File: src/rtl/core/isrc_pkg.sv
// Package: item types and constants for the interpolation search unit.
package isrc_pkg;

    localparam int unsigned KEY_W = 32;
    localparam int unsigned IDX_W = 10;

    localparam logic REQ_WRITE  = 1'b0;
    localparam logic REQ_SEARCH = 1'b1;

    typedef struct packed {
        logic                    req_type;
        logic [IDX_W-1:0]        entry_index;
        logic signed [KEY_W-1:0] key_value;
    } t_in_item;

    typedef struct packed {
        logic             found;
        logic [IDX_W-1:0] position;
        logic [IDX_W-1:0] equal_above;
        logic [IDX_W-1:0] equal_below;
    } t_out_item;

    // divider request / response between sequencer and divider
    typedef struct packed {
        logic        start;
        logic [63:0] dividend;
        logic [32:0] divisor;
    } t_div_req;

    typedef struct packed {
        logic        done;
        logic [63:0] quotient;
    } t_div_rsp;

endpackage

File: src/rtl/core/isrc_div.sv
// Restoring divider, one quotient bit per cycle (unsigned 64 / 33).
module isrc_div (
    input  logic                i_clk,
    input  logic                i_rst_n,
    input  isrc_pkg::t_div_req  i_req,
    output isrc_pkg::t_div_rsp  o_rsp
);
    import isrc_pkg::*;

    logic [63:0] r_quo, n_quo;
    logic [33:0] r_rem, n_rem;
    logic [32:0] r_dvs, n_dvs;
    logic [6:0]  r_cnt, n_cnt;
    logic        r_busy, n_busy;
    logic        r_done, n_done;
    logic [33:0] w_shift;
    logic [33:0] w_sub;

    assign w_shift = {r_rem[32:0], r_quo[63]};
    assign w_sub   = w_shift - {1'b0, r_dvs};

    always_comb begin
        n_quo  = r_quo;
        n_rem  = r_rem;
        n_dvs  = r_dvs;
        n_cnt  = r_cnt;
        n_busy = r_busy;
        n_done = 1'b0;
        if (i_req.start) begin
            n_quo  = i_req.dividend;
            n_rem  = '0;
            n_dvs  = i_req.divisor;
            n_cnt  = 7'd64;
            n_busy = 1'b1;
        end else if (r_busy) begin
            if (!w_sub[33]) begin
                n_rem = w_sub;
                n_quo = {r_quo[62:0], 1'b1};
            end else begin
                n_rem = w_shift;
                n_quo = {r_quo[62:0], 1'b0};
            end
            n_cnt = r_cnt - 7'd1;
            if (r_cnt == 7'd1) begin
                n_busy = 1'b0;
                n_done = 1'b1;
            end
        end
    end

    always_ff @(posedge i_clk) begin
        if (!i_rst_n) begin
            r_busy <= 1'b0;
            r_done <= 1'b0;
            r_cnt  <= '0;
        end else begin
            r_busy <= n_busy;
            r_done <= n_done;
            r_cnt  <= n_cnt;
        end
        r_quo <= n_quo;
        r_rem <= n_rem;
        r_dvs <= n_dvs;
    end

    assign o_rsp.done     = r_done;
    assign o_rsp.quotient = r_quo;
endmodule

File: config.mk
export PLATFORM = sky130hd
export DESIGN_NAME = isrc_div
export DESIGN_NICKNAME = d
export VERILOG_FILES = /design/src/rtl/core/isrc_pkg.sv /design/src/rtl/core/isrc_div.sv
export SDC_FILE = /design/constraint.sdc
export NUM_CORES = 1
export LEC_CHECK = 0
export BUFFER_PORTS_ARGS = -buffer_cell sky130_fd_sc_hd__buf_2
export CORE_ASPECT_RATIO = 1.2
export CORE_MARGIN = 2
export CORE_UTILIZATION = 50
export DETAILED_ROUTE_END_ITERATION = 10
export GPL_TIMING_DRIVEN = 1
export PLACE_DENSITY = 0.77
export SETUP_SLACK_MARGIN = 0.4
export SLEW_MARGIN = 20
export SYNTH_ARGS = -nofsm -noshare
export SYNTH_HDL_FRONTEND = slang
export SYNTH_SLANG_ARGS = --single-unit
File: constraint.sdc
create_clock -name i_clk -period 3.1 [get_ports i_clk]
set_input_delay 0.155 -clock i_clk [delete_from_list [all_inputs] [get_ports i_clk]]
set_output_delay 0.155 -clock i_clk [all_outputs]
set_load 0.01 [all_outputs]
==> summary.txt <==
post-synthesis adder-cell area fraction = 0.0611
Hold Path Origin = i_req[61]
Core Region = 0.0148 mm²
largest net degree at the start of global routing = 66
Critical Path Sink Type = flop
max_cap viols = 0
post-route cell area = 0.00990 mm²
Levels on crit path = 11
Final Skew = 0.0112 ns
CP Data Arrival Time = 3.18 ns
startpoint class of the critical path = flop
IO Pins = 165
post-synthesis mux area share = 0.125
most frequent cells in the layout = 163 x buf_2, 97 x edfxtp_1, 63 x mux2_2, 59 x nor2_1, 44 x nand2_1
vias = 5900
Worst Tran Pin Value = 0.663 ns
crit path max fanout = 7
diode count = 0
Int Power = 4.11 mW
first-pass GRT wire length = 28600 µm
Net Sw Power = 1.72 mW
CP Cell Sequence = ha_4 -> a211oi_2 -> nor2_1 -> or3b_1 -> a21oi_2 -> nor2_2 -> or4b_4 -> nand3_4 -> buf_4 -> mux2i_1 -> a211oi_1
die span in x = 116 µm
XOR/XNOR share of the synthesized area = 0.0386
Largest delay share family, worst path = simple AND/OR/NAND/NOR gates
initial core utilization = 0.505
Async SR Flop Fraction = 0
RSZ-0062 raised after global routing = true
Post-synth top flop = edfxtp_1
Hold Crit Class = primary input to flop
placed insts = 1024
number of port buffers = 164
cell row count = 49
Total GRT Usage = 0.225
Util after Layout = 0.667
syn nets = 802
Hold Path Depth = 2
die extent in y = 138 µm
Cells after Synth = 666
Routed WL per cell = 16.3 µm
Synth Area in Compound Gates = 0.137
total power = 5.83 mW
Slowest Stage Delay on Critical Path = 0.56 ns
Post-synth EDFFs = 97
Worst-path clk slew = 0.07 ns
CTS tree = built
Setup WS pre-CTS = 0.0325 ns
library cells used by synthesis = 67
vias in the first global route = 6011
Combinational Power Share = 0.256
fraction of the mapped netlist area in simple logic gates = 0.0953
Final Hold Violating Endpoints = 0
sink of the worst hold path = r_quo[28]$_DFFE_PP_
Leak = 4.21 nW
max frequency = 342 MHz
largest family of logic cells by synthesized area = compound AO/OA/AOI/OAI gates
maximum VDD drop = 0.456 mV
Routed Antenna Nets = 0
commonest non-fill, non-tap cell in the layout = buf_2
post-synth top area share = 0.389
hold slack = 0.0293 ns
# setup viols final = 0
pwr/cell area = 589 mW/mm²
dpl hpwl = 12800 µm
crit path buf inv count = 1
fillcell total = 1219
top cells by area, synth = edfxtp_1 39%, dfxtp_1 11%, mux2_2 9.5%, ha_1 5.8%, mux2i_1 3.1%
Nets = 1020
Worst path slowest cell = or4b_4
DRT Pass-1 Iters = 5
Final period util = 0.943
Worst slew margin = 0.558
gpl congestion = 0.904
Flop pwr share = 0.396
clock buffer count from CTS = 17
Post-DP Area = 0.00868 mm²
final setup margin = 0.178 ns
Pins Over Slew Limit = 0
initial antenna violation count = 1
DR DRC count = 0
critical setup path kind = flop to flop
final std cells w/o fill = 1101
Layout area overhead = 32.0%
CTS HTree Levels = 4
Clock Root Buffer = clkbuf_16
r2r startpoint = r_rem[17]$_SDFFE_PP0P_
setup TNS = 0 ns
Avg Synthesized Cell Area = 11.3 µm²
Post-Route WL = 17900 µm
dominant cell type by area after synthesis = edfxtp_1
FF+latch count, synth = 139
GRT overflow = 0
yosys warns = 0
reg2reg path depth = 11
Clock power frac = 0.348
1st-iter DRT viols = 267
Switching Share = 0.295
die area = 0.0160 mm²
worst path required time = 3.36 ns
Sink Count = 139
sequential area share after synthesis = 0.501
r2r setup slk = 0.18 ns
Max clock buf depth = 2
FF-to-FF End = r_rem[21]$_SDFFE_PP0P_
Clock Latency Late Sink = 0.42 ns
status = completed
Netlist Area Pre-Place = 0.00750 mm²
DR vias/cell = 5.36
min cycle time layout = 2.92 ns
fraction of layout cells with a size suffix above 1 = 0.379
==> power groups by stage <==
stage	logic, mW	registers [mW]	clock network (mW)
5_1_grt	1.62	2.33	2.14
2_1_floorplan	0.888	2.36	0
3_3_place_gp	1.30	2.33	0
6_report	1.49	2.31	2.03
3_5_place_dp	1.32	2.34	0
4_1_cts	1.44	2.31	2.07
==> Yosys cell counts, types with 3 or more instances <==
cell	number
edfxtp_1	97
mux2_2	63
nor2_1	60
inv_1	46
nand2_1	45
dfxtp_1	42
ha_1	35
a21oi_1	30
a211oi_1	27
mux2i_1	23
xnor2_1	21
clkbuf_1	20
a21o_1	19
xor2_1	12
o21ai_0	11
nor3_1	9
o21a_1	8
nor2b_1	7
and3_1	6
nand4_1	6
o21ai_1	6
nand3_1	5
a31oi_1	4
a311oi_1	3
buf_1	3
nor4_1	3
o211ai_1	3
o311ai_1	3
o31ai_1	3
==> flip-flops by register name, summed over array words and instances, names as in the netlist <==
| signal | cells |
|---|---|
| r_rem | 33 |
| r_busy | 1 |
| r_dvs | 33 |
| r_cnt | 7 |
| r_quo | 64 |
| r_done | 1 |
==> final cells by class <==
type,count,area (µm²),share of cell area
well taps,204,255,0.0258
flip-flops and latches,139,3760,0.379
inverters,46,173,0.0174
clock inverters,14,158,0.0159
repair buffers,228,1450,0.147
multi-input cells,452,3670,0.371
clock buffers,18,429,0.0434
==> per-layer routing <==
metal	track usage	share of wire
met1	0.278	0.42
met2	0.372	0.49
met3	0.0719	0.070
met4	0.0771	0.021
met5	0	0.00061
==> repair_timing <==
| item | in CTS | in global routing |
|---|---|---|
| endpoints found under the setup margin | 34 | 34 |
| hold endpoints to repair | 35 | 0 |
| gates resized for setup | 23 | 21 |
| hold buffers | 34 | 0 |
| buffers inserted | 10 | 1 |
| pin swaps | 14 | 7 |
==> cell families after synthesis <==
| group | count (synthesis) |
|---|---|
| multiplexers | 86 |
| AO/OA/AOI/OAI | 142 |
| adder cells (fa/ha/maj) | 36 |
| XOR/XNOR | 33 |
| AND/OR/NAND/NOR | 155 |
| buffers and inverters | 75 |
| flip-flops | 139 |
==> worst max path at each step <==
stage,startpoint,to
finish,r_rem[17]$_SDFFE_PP0P_,r_rem[21]$_SDFFE_PP0P_
global route,r_quo[63]$_DFFE_PP_,r_rem[32]$_SDFFE_PP0P_
detailed placement,r_rem[2]$_SDFFE_PP0P_,r_rem[28]$_SDFFE_PP0P_
global placement,r_dvs[3]$_DFFE_PP_,r_rem[18]$_SDFFE_PP0P_
CTS,r_dvs[18]$_DFFE_PP_,r_rem[22]$_SDFFE_PP0P_
floorplan,r_dvs[3]$_DFFE_PP_,r_rem[32]$_SDFFE_PP0P_
Note: power is estimated with default switching activity, not from simulation.
